==> config.mk <==
export PLATFORM = sky130hd
export DESIGN_NAME = fdt_structure_token_scanner_unit
export DESIGN_NICKNAME = d
export VERILOG_FILES = /design/src/fdtss_pkg.sv /design/src/fdtss_core.sv /design/src/fdtss_out_reg.sv /design/src/fdt_structure_token_scanner_unit.sv
export SDC_FILE = /design/constraint.sdc
export NUM_CORES = 1
export LEC_CHECK = 0
export ABC_AREA = 0
export BUFFER_PORTS_ARGS = -buffer_cell sky130_fd_sc_hd__clkbuf_2
export CORE_MARGIN = 10
export CORE_UTILIZATION = 53
export CTS_CLUSTER_SIZE = 28
export DETAILED_ROUTE_END_ITERATION = 8
export PLACE_DENSITY = 0.77
export SLEW_MARGIN = 15
export SYNTH_ARGS = -nofsm -noshare
export SYNTH_HDL_FRONTEND = slang
export SYNTH_SLANG_ARGS = --single-unit
==> constraint.sdc <==
create_clock -name clk_i -period 3.8 [get_ports clk_i]
set_input_delay 0 -clock clk_i [delete_from_list [all_inputs] [get_ports clk_i]]
set_output_delay 0 -clock clk_i [all_outputs]
set_load 0.01 [all_outputs]
==> src/fdtss_pkg.sv <==
package fdtss_pkg;

  // Defaults for the top-level parameters.
  localparam int unsigned MaxDepthDefault  = 255;
  localparam int unsigned IndexBitsDefault = 16;

  // Field widths.
  localparam int unsigned WordW  = 32;
  localparam int unsigned KindW  = 4;
  localparam int unsigned DepthW = 8;
  localparam int unsigned IndexW = 16;
  localparam int unsigned LeftW  = 30;

  // Structure block token codes.
  localparam logic [WordW-1:0] TokBeginNode = 32'h0000_0001;
  localparam logic [WordW-1:0] TokEndNode   = 32'h0000_0002;
  localparam logic [WordW-1:0] TokProp      = 32'h0000_0003;
  localparam logic [WordW-1:0] TokNop       = 32'h0000_0004;
  localparam logic [WordW-1:0] TokEnd       = 32'h0000_0009;

  // Word classes reported in the kind field.
  typedef enum logic [KindW-1:0] {
    KindBegin    = 4'd0,
    KindName     = 4'd1,
    KindNameEnd  = 4'd2,
    KindEndNode  = 4'd3,
    KindProp     = 4'd4,
    KindLen      = 4'd5,
    KindNameOff  = 4'd6,
    KindData     = 4'd7,
    KindNop      = 4'd8,
    KindEnd      = 4'd9,
    KindUnknown  = 4'd10,
    KindAfterEnd = 4'd11
  } kind_e;

  // Scanner phase, one-hot.
  typedef enum logic [4:0] {
    PhToken   = 5'b00001,
    PhName    = 5'b00010,
    PhLen     = 5'b00100,
    PhNameOff = 5'b01000,
    PhData    = 5'b10000
  } phase_e;

  // One classified word.
  typedef struct packed {
    kind_e             kind;
    logic [DepthW-1:0] depth;
    logic [WordW-1:0]  value;
    logic [IndexW-1:0] word_index;
    logic              group_last;
    logic              depth_error;
  } result_t;

  // Width of the packed output data bus: kind, depth, value, word_index.
  localparam int unsigned OutDataW = 64;

endpackage

==> src/fdtss_core.sv <==
module fdtss_core
  import fdtss_pkg::*;
#(
  parameter int unsigned MAX_DEPTH  = MaxDepthDefault,
  parameter int unsigned INDEX_BITS = IndexBitsDefault
) (
  input  logic             clk_i,
  input  logic             rst_ni,
  input  logic             step_i,
  input  logic [WordW-1:0] word_i,
  input  logic             first_i,
  output result_t          res_o
);

  localparam logic [DepthW-1:0] DepthLimit =
      (MAX_DEPTH > 255) ? 8'd255 : DepthW'(MAX_DEPTH);
  localparam logic [63:0] IdxFull = (64'd1 << INDEX_BITS) - 64'd1;
  localparam logic [IndexW-1:0] IdxLimit =
      (INDEX_BITS >= IndexW) ? {IndexW{1'b1}} : IdxFull[IndexW-1:0];

  phase_e            phase_q, phase_d;
  logic [LeftW-1:0]  left_q, left_d;
  logic [DepthW-1:0] depth_q, depth_d;
  logic [IndexW-1:0] count_q, count_d;
  logic              fin_q, fin_d;

  phase_e            phase_c;
  logic [LeftW-1:0]  left_c;
  logic [DepthW-1:0] depth_c;
  logic [IndexW-1:0] idx_c;
  logic              fin_c;
  logic              zero_byte;
  logic [WordW:0]    len_sum;
  logic [LeftW-1:0]  left_dec;

  assign zero_byte = (word_i[31:24] == 8'd0) || (word_i[23:16] == 8'd0) ||
                     (word_i[15:8] == 8'd0) || (word_i[7:0] == 8'd0);
  assign len_sum   = {1'b0, word_i} + 33'd3;

  always_comb begin
    // A word marked first sees the state as it is after reset.
    phase_c = first_i ? PhToken : phase_q;
    left_c  = first_i ? '0 : left_q;
    depth_c = first_i ? '0 : depth_q;
    idx_c   = first_i ? '0 : count_q;
    fin_c   = first_i ? 1'b0 : fin_q;

    left_dec = (left_c != '0) ? left_c - LeftW'(1) : left_c;

    phase_d = phase_c;
    left_d  = left_c;
    depth_d = depth_c;
    fin_d   = fin_c;
    count_d = (idx_c < IdxLimit) ? idx_c + IndexW'(1) : idx_c;

    res_o.kind        = KindUnknown;
    res_o.group_last  = 1'b0;
    res_o.depth_error = 1'b0;

    if (fin_c) begin
      res_o.kind = KindAfterEnd;
    end else begin
      case (phase_c)
        PhName: begin
          if (zero_byte) begin
            res_o.kind       = KindNameEnd;
            res_o.group_last = 1'b1;
            phase_d          = PhToken;
          end else begin
            res_o.kind = KindName;
          end
        end
        PhLen: begin
          res_o.kind = KindLen;
          left_d     = len_sum[31:2];
          phase_d    = PhNameOff;
        end
        PhNameOff: begin
          res_o.kind = KindNameOff;
          phase_d    = (left_c != '0) ? PhData : PhToken;
        end
        PhData: begin
          res_o.kind = KindData;
          left_d     = left_dec;
          if (left_dec == '0) begin
            res_o.group_last = 1'b1;
            phase_d          = PhToken;
          end
        end
        default: begin
          phase_d = PhToken;
          if (word_i == TokBeginNode) begin
            res_o.kind = KindBegin;
            if (depth_c >= DepthLimit) begin
              res_o.depth_error = 1'b1;
            end else begin
              depth_d = depth_c + DepthW'(1);
            end
            phase_d = PhName;
          end else if (word_i == TokEndNode) begin
            res_o.kind = KindEndNode;
            if (depth_c == '0) begin
              res_o.depth_error = 1'b1;
            end else begin
              depth_d = depth_c - DepthW'(1);
            end
          end else if (word_i == TokProp) begin
            res_o.kind = KindProp;
            phase_d    = PhLen;
          end else if (word_i == TokNop) begin
            res_o.kind = KindNop;
          end else if (word_i == TokEnd) begin
            res_o.kind = KindEnd;
            fin_d      = 1'b1;
          end else begin
            res_o.kind = KindUnknown;
          end
        end
      endcase
    end

    res_o.depth      = depth_d;
    res_o.value      = word_i;
    res_o.word_index = idx_c;
  end

  always_ff @(posedge clk_i or negedge rst_ni) begin
    if (!rst_ni) begin
      phase_q <= PhToken;
      left_q  <= '0;
      depth_q <= '0;
      count_q <= '0;
      fin_q   <= 1'b0;
    end else if (step_i) begin
      phase_q <= phase_d;
      left_q  <= left_d;
      depth_q <= depth_d;
      count_q <= count_d;
      fin_q   <= fin_d;
    end
  end

endmodule

==> src/fdtss_out_reg.sv <==
module fdtss_out_reg
  import fdtss_pkg::*;
(
  input  logic    clk_i,
  input  logic    rst_ni,
  input  logic    valid_i,
  output logic    ready_o,
  input  result_t res_i,
  output logic    valid_o,
  input  logic    ready_i,
  output result_t res_o
);

  logic    valid_q, valid_d;
  result_t res_q;

  // The register takes a new result when empty or when its result leaves.
  assign ready_o = !valid_q || ready_i;
  assign valid_d = valid_i || (valid_q && !ready_i);

  always_ff @(posedge clk_i or negedge rst_ni) begin
    if (!rst_ni) begin
      valid_q <= 1'b0;
    end else begin
      valid_q <= valid_d;
    end
  end

  always_ff @(posedge clk_i) begin
    if (valid_i && ready_o) begin
      res_q <= res_i;
    end
  end

  assign valid_o = valid_q;
  assign res_o   = res_q;

endmodule

==> src/fdt_structure_token_scanner_unit.sv <==
// Flattened devicetree structure block scanner. Feed the structure block one
// 32-bit big-endian word per item on the slave stream, with tuser high on the
// first word of a block; that word restarts the scanner. Each item gives
// exactly one result item on the master stream: the word's class, the node
// depth after it, the word itself, its position in the block and an error
// flag for depth underflow or overflow. The block sustains one item per
// clock cycle while the master stream does not stall. An item is held in
// the input register and then in the result register, from which its
// result item is offered on the master stream. The classify-and-update
// logic between the two registers is combinational and feeds its own
// state registers. Depth saturates at the smaller of MAX_DEPTH and 255, and
// the word index saturates at the smaller of 2^INDEX_BITS - 1 and 65535.
module fdt_structure_token_scanner_unit
  import fdtss_pkg::*;
#(
  parameter int unsigned MAX_DEPTH  = MaxDepthDefault,
  parameter int unsigned INDEX_BITS = IndexBitsDefault
) (
  input  logic                clk_i,
  input  logic                rst_ni,
  input  logic                s_axis_tvalid,
  output logic                s_axis_tready,
  input  logic [WordW-1:0]    s_axis_tdata,   // word[31:0]
  input  logic                s_axis_tuser,   // first
  output logic                m_axis_tvalid,
  input  logic                m_axis_tready,
  output logic [OutDataW-1:0] m_axis_tdata,   // kind[3:0], depth[11:4],
                                              // value[43:12],
                                              // word_index[59:44], zeros
  output logic                m_axis_tlast,   // group_last
  output logic                m_axis_tuser    // depth_error
);

  // Input register stage.
  logic             in_valid_q;
  logic [WordW-1:0] in_word_q;
  logic             in_first_q;
  logic             stage_ready;
  logic             advance;

  result_t core_res;
  result_t out_res;

  // The input register moves on whenever the result register can take its
  // item, so a new item is accepted every cycle while the output flows.
  assign advance       = in_valid_q && stage_ready;
  assign s_axis_tready = !in_valid_q || stage_ready;

  always_ff @(posedge clk_i or negedge rst_ni) begin
    if (!rst_ni) begin
      in_valid_q <= 1'b0;
    end else if (s_axis_tready) begin
      in_valid_q <= s_axis_tvalid;
    end
  end

  always_ff @(posedge clk_i) begin
    if (s_axis_tvalid && s_axis_tready) begin
      in_word_q  <= s_axis_tdata;
      in_first_q <= s_axis_tuser;
    end
  end

  // Classification and scanner state; the state advances with each item
  // that moves into the result register.
  fdtss_core #(
    .MAX_DEPTH (MAX_DEPTH),
    .INDEX_BITS(INDEX_BITS)
  ) u_core (
    .clk_i  (clk_i),
    .rst_ni (rst_ni),
    .step_i (advance),
    .word_i (in_word_q),
    .first_i(in_first_q),
    .res_o  (core_res)
  );

  // Result register; it holds a result while the consumer stalls.
  fdtss_out_reg u_out (
    .clk_i  (clk_i),
    .rst_ni (rst_ni),
    .valid_i(in_valid_q),
    .ready_o(stage_ready),
    .res_i  (core_res),
    .valid_o(m_axis_tvalid),
    .ready_i(m_axis_tready),
    .res_o  (out_res)
  );

  assign m_axis_tdata = {4'd0, out_res.word_index, out_res.value, out_res.depth,
                         out_res.kind};
  assign m_axis_tlast = out_res.group_last;
  assign m_axis_tuser = out_res.depth_error;

  // A depth error only comes from a begin-node or an end-node token.
  assert property (@(posedge clk_i) disable iff (!rst_ni)
    (m_axis_tvalid && m_axis_tuser) |->
      (out_res.kind == KindBegin || out_res.kind == KindEndNode))
    else $error("depth error on a word that is no node token");

  // The group end mark only comes on the last name word or data word.
  assert property (@(posedge clk_i) disable iff (!rst_ni)
    (m_axis_tvalid && m_axis_tlast) |->
      (out_res.kind == KindNameEnd || out_res.kind == KindData))
    else $error("group end on a word that ends no group");

  // An item held in the input register is not lost while the output stalls.
  assert property (@(posedge clk_i) disable iff (!rst_ni)
    (in_valid_q && !stage_ready) |=> (in_valid_q && $stable(in_word_q)))
    else $error("input register dropped a stalled item");

  // The reported depth never passes the depth limit.
  assert property (@(posedge clk_i) disable iff (!rst_ni)
    m_axis_tvalid |->
      ({24'd0, out_res.depth} <= ((MAX_DEPTH > 255) ? 32'd255 : 32'(MAX_DEPTH))))
    else $error("depth beyond its limit");

endmodule

==> run_results.csv, run 1 <==
group,metric,value,unit
clock_tree,cts_max_level,4,
clock_tree,post_cts_buffers,0,
sta,skew,0.0122,ns
yosys,ys_ff_latch,157,
route,drc,0,
grt,grt_overflow,0,
sta,finalHoldViolCount,0,
setup_path,cp_top_family,"simple AND/OR/NAND/NOR gates",
floorplanning,fp.dieArea,0.0216,mm²
placed_design,routabilityCongestion,0.973,
grt,met1_usage,0.295,
finish,nets,1031,
clock_tree,cts-resized-gates,0,
yosys,synth_area,0.00856,mm²
setup_path,cp_max_fo,12,
floorplanning,start_util,0.541,
setup_path,cp.arrival,3.38,ns
route,vias,7370,
setup_path,cp.depth,8,
setup_path,crit_slowest_cell,"nor4_1",
status,outcome,"finished clean",
finish,areaGrowthSynthToFinish,20.2,%
pwr,p_per_area,400,mW/mm²
sta,fin_ws,0.591,ns
yosys,synth-main-ff-cell,"edfxtp_1",
sta,setup_viol,0,
placed_design,io_buffers,100,
placed_design,dp_hpwl,15900,µm
grt,grt_usage,0.217,
route,via_per_inst,6.06,
setup_path,crit_required,3.98,ns
clock_tree,ctsRootBufferMaster,"clkbuf_16",
route,drt-initial-drc-count,786,
clock_tree,clock_latency,0.44,ns
sta,tns,0,ns
floorplanning,die_x,147,µm
yosys,synthArstFlopShare,0.395,
yosys,ys_seq_area_frac,0.515,
route,ant_nets,0,
setup_path,path_class,"reg2reg",
pwr,leakage,4.08,nW
clock_tree,path_clk_slew,0.07,ns
setup_path,r2r_slack,0.59,ns
yosys,yosysUniqueCellTypes,79,
sta,fin_crit,3.21,ns
yosys,synth_warnings,0,
grt,gr-max-usage-layer,"met2",
route,wl_per_cell,19.5,µm
yosys,synth_edf_count,95,
floorplanning,die_h,147,µm
sta,slew_headroom,0.277,
clock_tree,cts_sinks,157,
setup_path,timing.rr.start,"u_core.left_q[3]",
yosys,synth.avg_cell_area,10.0,µm²
floorplanning,rows,46,
grt,antenna_found_initial,0,
floorplanning,core_area,0.0158,mm²
floorplanning,io_pins,105,
clock_tree,ctsHoldBuffers,37,
pwr,peakVddDrop,0.000320,V
sta,max_freq,312,MHz
route,totalWireLength,23700,µm
setup_path,ff2ff_path_depth,8,
grt,met3_usage,0.0476,
setup_path,crit_path_end,"u_out.res_o[1]",
sta,grt_setup_unrepaired,"no",
yosys,synthCells,854,
setup_path,critPathLaunchType,"flip-flop",
placed_design,dp_cells,1148,
grt,gr-usage-met2,0.335,
finish,finish.utilization,0.649,
clock_tree,cts_tree,"yes",
grt,grt_max_degree,84,
sta,finalCritPeriodShare,0.844,
setup_path,crit_start,"u_core.left_q[3]",
sta,worst_slew_pin_slew,1.08,ns
setup_path,end_kind,"flip-flop",
setup_path,cp_num_buf_inv,0,
placed_design,dpl_worst_slack,0.630,ns
setup_path,critPathMaxStageDelay,0.66,ns
finish,drive_above_1_share,0.182,
setup_path,reg2reg_to,"u_out.res_o[1]",
setup_path,crit_chain,"nor4_1, nand2_1, or4_1, o2111ai_1, nor4b_1, and4b_1, o211ai_2, a21oi_1",
clock_tree,cts_buffer_depth,2,
route,firstDrtPassIters,5,
run,maxCapViolCount,0,
grt,grt_first_pass_wirelength,38100,µm
sta,drv_slew,0,
worst_hold_path,min_path_type,"in2reg",
grt,grt_pass1_vias,6981,
clock_tree,cts_buffers,17,
finish,stdcell_count,1217,
finish,diodes,0,
cell usage after synthesis (4+ instances only):
cell type	n	area (µm²)
edfxtp_1	95	2850
nand2_1	82	308
nor2_1	79	297
o21ai_0	65	325
dfrtp_1	61	1530
nand3_1	34	170
xnor2_1	31	272
clkbuf_1	29	109
nor2b_1	29	181
a21oi_1	27	135
nor3_1	27	135
inv_1	26	97.6
nor4_1	23	144
xor2_1	23	201
nand4_1	16	100
a31oi_1	13	81.3
nand2b_1	10	62.6
o221ai_1	10	87.6
o22ai_1	9	56.3
a22o_1	8	70.1
a22oi_1	8	60.1
and3_1	8	50.1
buf_2	8	40.0
o211ai_1	7	52.6
o21a_1	7	52.6
ha_1	6	75.1
or3_1	6	37.5
a211oi_1	5	37.5
buf_4	5	37.5
mux2_2	5	56.3
nand3b_1	5	37.5
or2_2	5	31.3
and2_1	4	25.0
and4_1	4	35.0
o31ai_1	4	30.0
or4_1	4	30.0
stage by stage:
stage               hold slack (ns)  power, mW  cell area [µm²]
CTS                           0.254       4.12            10300
global route                  0.281       4.24            10300
global placement              0.177       2.35             9300
floorplan                    -0.296       2.20             8570
finish                        0.280       4.11            10300
detailed placement            0.179       2.35             9300
worst min-delay path by stage:
stage / slack, ns / start / to / depth (start not counted)
3_3_place_gp: 0.18 / s_axis_tdata[24] / in_word_q[24] / 1
2_1_floorplan: -0.30 / rst_ni / in_valid_q / 0
6_report: 0.28 / s_axis_tdata[29] / in_word_q[29] / 2
3_5_place_dp: 0.18 / s_axis_tdata[11] / in_word_q[11] / 1
4_1_cts: 0.25 / s_axis_tdata[11] / in_word_q[11] / 2
5_1_grt: 0.28 / s_axis_tdata[29] / in_word_q[29] / 2
report_power, final:
part           total, mW  leakage (nW)  switching (mW)  internal (mW)
Clock               1.76         0.294           0.771          0.986
Combinational      0.358          2.02           0.219          0.139
Sequential          2.00          1.77          0.0722           1.92
Total               4.11          4.08            1.06           3.05
cells in the final DEF (no fill, tap or decap), types with 7 or more instances in the layout:
cell type	instances
xor2_1	23
o21a_1	7
clkbuf_16	18
a31oi_1	13
nand2_1	82
nor4_1	23
a22oi_1	8
a21oi_1	27
nor2_1	79
nor2b_1	29
nand4_1	16
inv_1	25
buf_4	19
o211ai_1	7
a22o_1	8
dfrtp_1	61
xnor2_1	31
edfxtp_1	95
and3_1	8
nand2b_1	10
o22ai_1	9
clkbuf_2	100
dlygate4sd3_1	37
nor3_1	27
nand3_1	34
o221ai_1	10
o21ai_0	64
registers in the layout, indices dropped and copies added, names as in the netlist:
name / count
in_first_q: 1
u_out.valid_o: 1
u_out.res_o: 62
u_core.count_q: 16
u_core.phase_q: 5
u_core.depth_q: 8
u_core.fin_q: 1
u_core.left_q: 30
in_word_q: 32
in_valid_q: 1
logic make-up after synthesis:
group / after synthesis / synth area share
AO/OA/AOI/OAI: 197 / 0.152
XOR/XNOR: 54 / 0.0553
adder cells (fa/ha/maj): 6 / 0.00877
buffers and inverters: 71 / 0.0354
flip-flops: 157 / 0.515
multiplexers: 8 / 0.0101
other: 1 / 0.000438
AND/OR/NAND/NOR: 360 / 0.223
cell type report:
class / count / area (µm²)
fill: 1236 / 5550
tap: 216 / 270
sequential: 157 / 4410
inverter: 26 / 97.6
timing repair buffer: 157 / 1030
clock inverter: 13 / 150
multi-input combinational: 629 / 3860
clock buffer: 19 / 464
routing by layer:
metal,up-vias,share of wire
met3,41,0.083
met4,0,0.025
met1,3522,0.44
met5,-,0
met2,361,0.46
li1,3446,-
Note: power is estimated with default switching activity, not from simulation.
==> run 2: changes to the inputs <==
- clock period: 3.8 -> 2.6 ns (I/O delays scaled with it)
==> run 2 against run 1 <==
Net effect: worst setup slack got worse by 0.74 ns; combinational power grew 86%; highest routed layer unchanged; the run now ends with DRC, setup timing left; largest power group unchanged; clock skew is 0.0057 ns higher; non-clock buffer count grew 155; routed wire length rose by 13%; critical endpoint is now u_core.phase_q[4]; hold slack lost 0.10 ns; clock-buffer cell count decreased by 2; sequential share of layout area fell by 5.4 points.
==> run_results.csv, run 2 (synthesized netlist as in run 1, its figures left out) <==
group,metric,value,unit
finish,largest_reg_flops,62,
route,route.met3.wl,2270,µm
grt,antenna_found_initial,0,
sta,fin_hold_ws,0.176,ns
pwr,p_total,5.97,mW
route,drt-initial-drc-count,900,
clock_tree,clock_latency,0.44,ns
placed_design,dp_hpwl,18400,µm
route,wl_per_cell,19.6,µm
sta,fin_ws,-0.153,ns
setup_path,end_kind,"flip-flop",
status,violations,"DRC, setup timing",
setup_path,crit_required,2.96,ns
grt,grt_first_pass_wirelength,41900,µm
pwr,comb_power_share,0.111,
sta,slew_headroom,0.479,
grt,grt_overflow,0,
clock_tree,ctsRootBufferMaster,"clkbuf_16",
status,outcome,"complete, but fails checks",
worst_hold_path,min_path_type,"in2async",
setup_path,critPathLaunchType,"flip-flop",
floorplanning,fp.dieArea,0.0216,mm²
sta,tns,-0.350,ns
sta,finalHoldViolCount,0,
clock_tree,path_clk_slew,0.07,ns
route,totalWireLength,26900,µm
floorplanning,rows,46,
finish,design_area,0.0118,mm²
pwr,leakage,4.91,nW
finish,stdcell_count,1372,
finish,layout_common_cells,"167 x buf_4, 100 x clkbuf_2, 95 x edfxtp_1, 77 x nand2_1, 76 x nor2_1",
placed_design,io_buffers,100,
route,via_per_inst,5.92,
setup_path,path_class,"reg2reg",
finish,drive_above_1_share,0.333,
setup_path,cp.arrival,3.12,ns
route,met1_length,11200,µm
sta,skew,0.0179,ns
placed_design,dpl_worst_slack,-0.150,ns
floorplanning,die_h,147,µm
route,firstDrtPassIters,7,
sta,finalCritPeriodShare,1.06,
pwr,peakVddDrop,0.000429,V
clock_tree,cts_sinks,157,
route,top_layer_used,"met4",
route,vias,8126,
setup_path,cp_max_fo,5,
sta,fin_crit,2.75,ns
finish,nets,1186,
placed_design,placed_area,0.0104,mm²
route,wl_met2,12900,µm
floorplanning,io_pins,105,
placed_design,routabilityCongestion,0.952,
pwr,power_switching,1.54,mW
floorplanning,core_area,0.0158,mm²
sta,drv_slew,0,
sta,max_freq,363,MHz
clock_tree,cts_buffers,17,
sta,worst_slew_pin_slew,0.782,ns
floorplanning,start_util,0.541,
grt,grt_max_degree,72,
placed_design,dp_cells,1287,
finish,areaGrowthSynthToFinish,37.5,%
pwr,p_int,4.42,mW
finish,finish.utilization,0.743,
finish,diodes,0,
route,drc,1,
grt,grt_pass1_vias,7831,
clock_tree,cts_max_level,4,
clock_tree,cts_buffer_depth,2,
floorplanning,die_x,147,µm
finish,layout_commonest_cell,"buf_4",
sta,setup_viol,4,
pwr,p_per_area,507,mW/mm²
run,maxCapViolCount,0,
clock_tree,cts_tree,"yes",
sta,grt_setup_unrepaired,"yes",
route,ant_nets,0,
grt,grt_usage,0.241,
pwr,p_sw_frac,0.259,
pwr,pwr-share-seq,0.483,
pwr,clkPwrFrac,0.406,
## run 2: per-layer routing
layer  GRT usage  vias to the layer above
li1            -                     3764
met4      0.0852                        0
met3      0.0608                       57
met1       0.321                     3871
met5           0                        -
met2       0.374                      434
## run 2: worst max-delay path, stage by stage, from the launching register on
cell	delay, ns
dfrtp_1	0.40
or4_4	0.52
or3_4	0.41
or4_4	0.45
o2111ai_2	0.11
nor4b_2	0.08
and4b_2	0.26
buf_4	0.14
o21ba_4	0.20
a21oi_2	0.10
## run 2: layout make-up
cell class / count / area, µm²
Clock buffer: 17 / 425
Clock inverter: 15 / 141
Fill cell: 1077 / 4060
Inverter: 26 / 97.6
Multi-Input combinational cell: 629 / 4170
Sequential cell: 157 / 4410
Tap cell: 216 / 270
Timing Repair Buffer: 312 / 2250
## run 2: power by group through the flow
stage	registers, mW	clock network, mW	logic [mW]
after floorplan	2.97	0	0.277
after global placement	2.92	0	0.585
after detailed placement	2.93	0	0.596
after CTS	2.88	2.42	0.645
after global routing	2.90	2.55	0.723
final	2.88	2.42	0.665
## run 2: repair_timing
action / in CTS / in global routing
hold endpoints to repair: 60 / 0
resized for setup: 8 / 55
endpoints found under the setup margin: 5 / 38
hold buffers: 37 / 0
buffers inserted: 1 / 15
pin swaps: 3 / 13
## run 2: path summary, 6_finish.rpt
check,startpoint,end,slack (ns),depth (start not counted)
setup / recovery,u_core.left_q[20],u_core.phase_q[4],-0.15,9
hold / removal,rst_ni,u_core.depth_q[7],0.18,2
setup reg to reg,u_core.left_q[20],u_core.phase_q[4],-0.15,9
hold reg to reg,in_word_q[15],u_out.res_o[33],0.49,0
max in group asynchronous,rst_ni,u_core.phase_q[0],1.70,3
min in group clk_i,s_axis_tdata[15],in_word_q[15],0.27,2
==> run 3: changes to the inputs <==
- MAX_ROUTING_LAYER: unset -> met4
==> run 3 against run 2 <==
Net effect: the flow finishes with violations (setup timing); sequential share of layout area increased by 0.43 points; routed wire length decreased by 2.0%; die area unchanged; sequential cell count unchanged; final cell count decreased by 0.15%; global-route usage increased by 0.50 points; design area decreased by 1.1%; utilization decreased by 0.84 points; power decreased by 1.8%; via count decreased by 0.95%; clock skew decreased by 0.0075 ns.
==> run_results.csv, run 3 (synthesized netlist as in run 1, its figures left out) <==
group,metric,value,unit
status,outcome,"complete, but fails checks",
status,violations,"setup timing",
clock_tree,cts_tree,"yes",
pwr,leakage,4.86,nW
worst_hold_path,min_path_type,"in2async",
sta,setup_viol,2,
placed_design,dp_hpwl,18800,µm
route,drt-initial-drc-count,701,
setup_path,crit_required,2.78,ns
finish,nFillCells,1160,
clock_tree,path_clk_slew,0.06,ns
finish,areaGrowthSynthToFinish,35.9,%
finish,nets,1184,
clock_tree,cts_sinks,157,
finish,layout_commonest_cell,"buf_4",
sta,finalCritPeriodShare,1.02,
sta,finalHoldViolCount,0,
finish,stdcell_count,1370,
finish,largest_reg_flops,62,
finish,finish.utilization,0.735,
sta,drv_slew,0,
pwr,peakVddDrop,0.000421,V
placed_design,routabilityCongestion,1.01,
floorplanning,fp.dieArea,0.0216,mm²
finish,drive_above_1_share,0.324,
floorplanning,core_area,0.0158,mm²
setup_path,critPathLaunchType,"flip-flop",
grt,grt_pass1_vias,7911,
clock_tree,cts_max_level,4,
clock_tree,clock_latency,0.43,ns
grt,grt_max_degree,38,
sta,fin_ws,-0.0605,ns
pwr,p_per_area,504,mW/mm²
floorplanning,die_x,147,µm
grt,grt_usage,0.246,
finish,layout_common_cells,"168 x buf_4, 100 x clkbuf_2, 95 x edfxtp_1, 76 x nand2_1, 75 x nor2_1",
sta,max_freq,376,MHz
grt,antenna_found_initial,0,
floorplanning,die_h,147,µm
sta,slew_headroom,0.639,
sta,fin_crit,2.66,ns
route,totalWireLength,26400,µm
route,drc,0,
setup_path,critPathMaxStageDelay,0.54,ns
placed_design,io_buffers,100,
setup_path,cp.arrival,2.84,ns
setup_path,crit_chain,"or4_4, or3_4, or4_4, o2111ai_2, nor4b_2, and4b_2, o211ai_2, a21oi_2",
setup_path,cpMostUsedCell,"or4_4",
run,maxCapViolCount,0,
clock_tree,cts_buffer_depth,2,
sta,skew,0.0104,ns
placed_design,dpl_worst_slack,-0.0844,ns
setup_path,end_kind,"flip-flop",
clock_tree,ctsRootBufferMaster,"clkbuf_16",
grt,grt_overflow,0,
pwr,p_total,5.86,mW
sta,grt_setup_unrepaired,"yes",
route,wl_per_cell,19.2,µm
clock_tree,cts_buffers,17,
grt,grt_first_pass_wirelength,41800,µm
floorplanning,start_util,0.541,
floorplanning,rows,46,
route,firstDrtPassIters,6,
floorplanning,io_pins,105,
route,ant_nets,0,
finish,diodes,0,
route,via_per_inst,5.88,
setup_path,r2r_slack,-0.06,ns
finish,multi_input_area,0.00410,mm²
setup_path,cp_max_fo,6,
setup_path,crit_slowest_cell,"or4_4",
setup_path,path_class,"reg2reg",
finish,regArea,0.00441,mm²
sta,worst_slew_pin_slew,0.535,ns
route,vias,8049,
placed_design,dp_cells,1293,
[run 3: routing by layer]
layer | wire length, µm | track usage | part of all wire
met1 | 10900 | 0.305 | 0.42
met2 | 12500 | 0.379 | 0.48
met3 | 2350 | 0.0725 | 0.089
met4 | 534 | 0.0847 | 0.020
met5 | 0 | - | 0
[run 3: worst max-delay path: cells and delay by family (launching register included)]
| kind | cells | cell delay (ns) |
|---|---|---|
| compound gates | 3 | 0.34 |
| flops | 1 | 0.38 |
| simple gates | 5 | 1.69 |
[run 3: report_power, final]
group	internal, mW	switching (mW)	total (mW)	leakage [nW]
Combinational	0.277	0.378	0.655	2.84
Clock	1.31	1.01	2.33	0.253
Sequential	2.81	0.0704	2.88	1.77
Total	4.40	1.46	5.86	4.86
[run 3: final cells by class]
cell class,count,share of cell area
clock inverters,11,0.00828
inverters,26,0.00839
well taps,216,0.0232
repair buffers,310,0.191
clock buffers,21,0.0379
flip-flops and latches,157,0.379
multi-input cells,629,0.353
[run 3: repair_timing]
item	CTS	global route
gates cloned	0	0
buffers inserted	0	8
endpoints found under the hold margin	48	0
setup endpoints to repair	8	29
hold buffers	37	0
gates resized for setup	11	40
pin swaps	1	14
[run 3: worst paths after layout]
check                           cells after the start         startpoint           endpoint
worst max register to register                      8  u_core.left_q[19]     u_out.res_o[1]
worst min-delay path                                2             rst_ni  u_core.count_q[6]
max in group asynchronous                           3             rst_ni  u_core.left_q[15]
min in group clk_i                                  2   s_axis_tdata[17]      in_word_q[17]
worst max-delay path                                8  u_core.left_q[19]     u_out.res_o[1]
worst min register to register                      1         in_valid_q      u_out.valid_o
[run 3: through the flow]
stage               hold slack (ns)  setup TNS, ns  instance area [µm²]
floorplan                    -0.296          -1.97                 8720
finish                       0.0619        -0.0647                11600
global placement            -0.0352        -0.0400                10500
CTS                          0.0819         -0.101                11400
detailed placement          -0.0342         -0.151                10500
global route                 0.0784         -0.459                11600
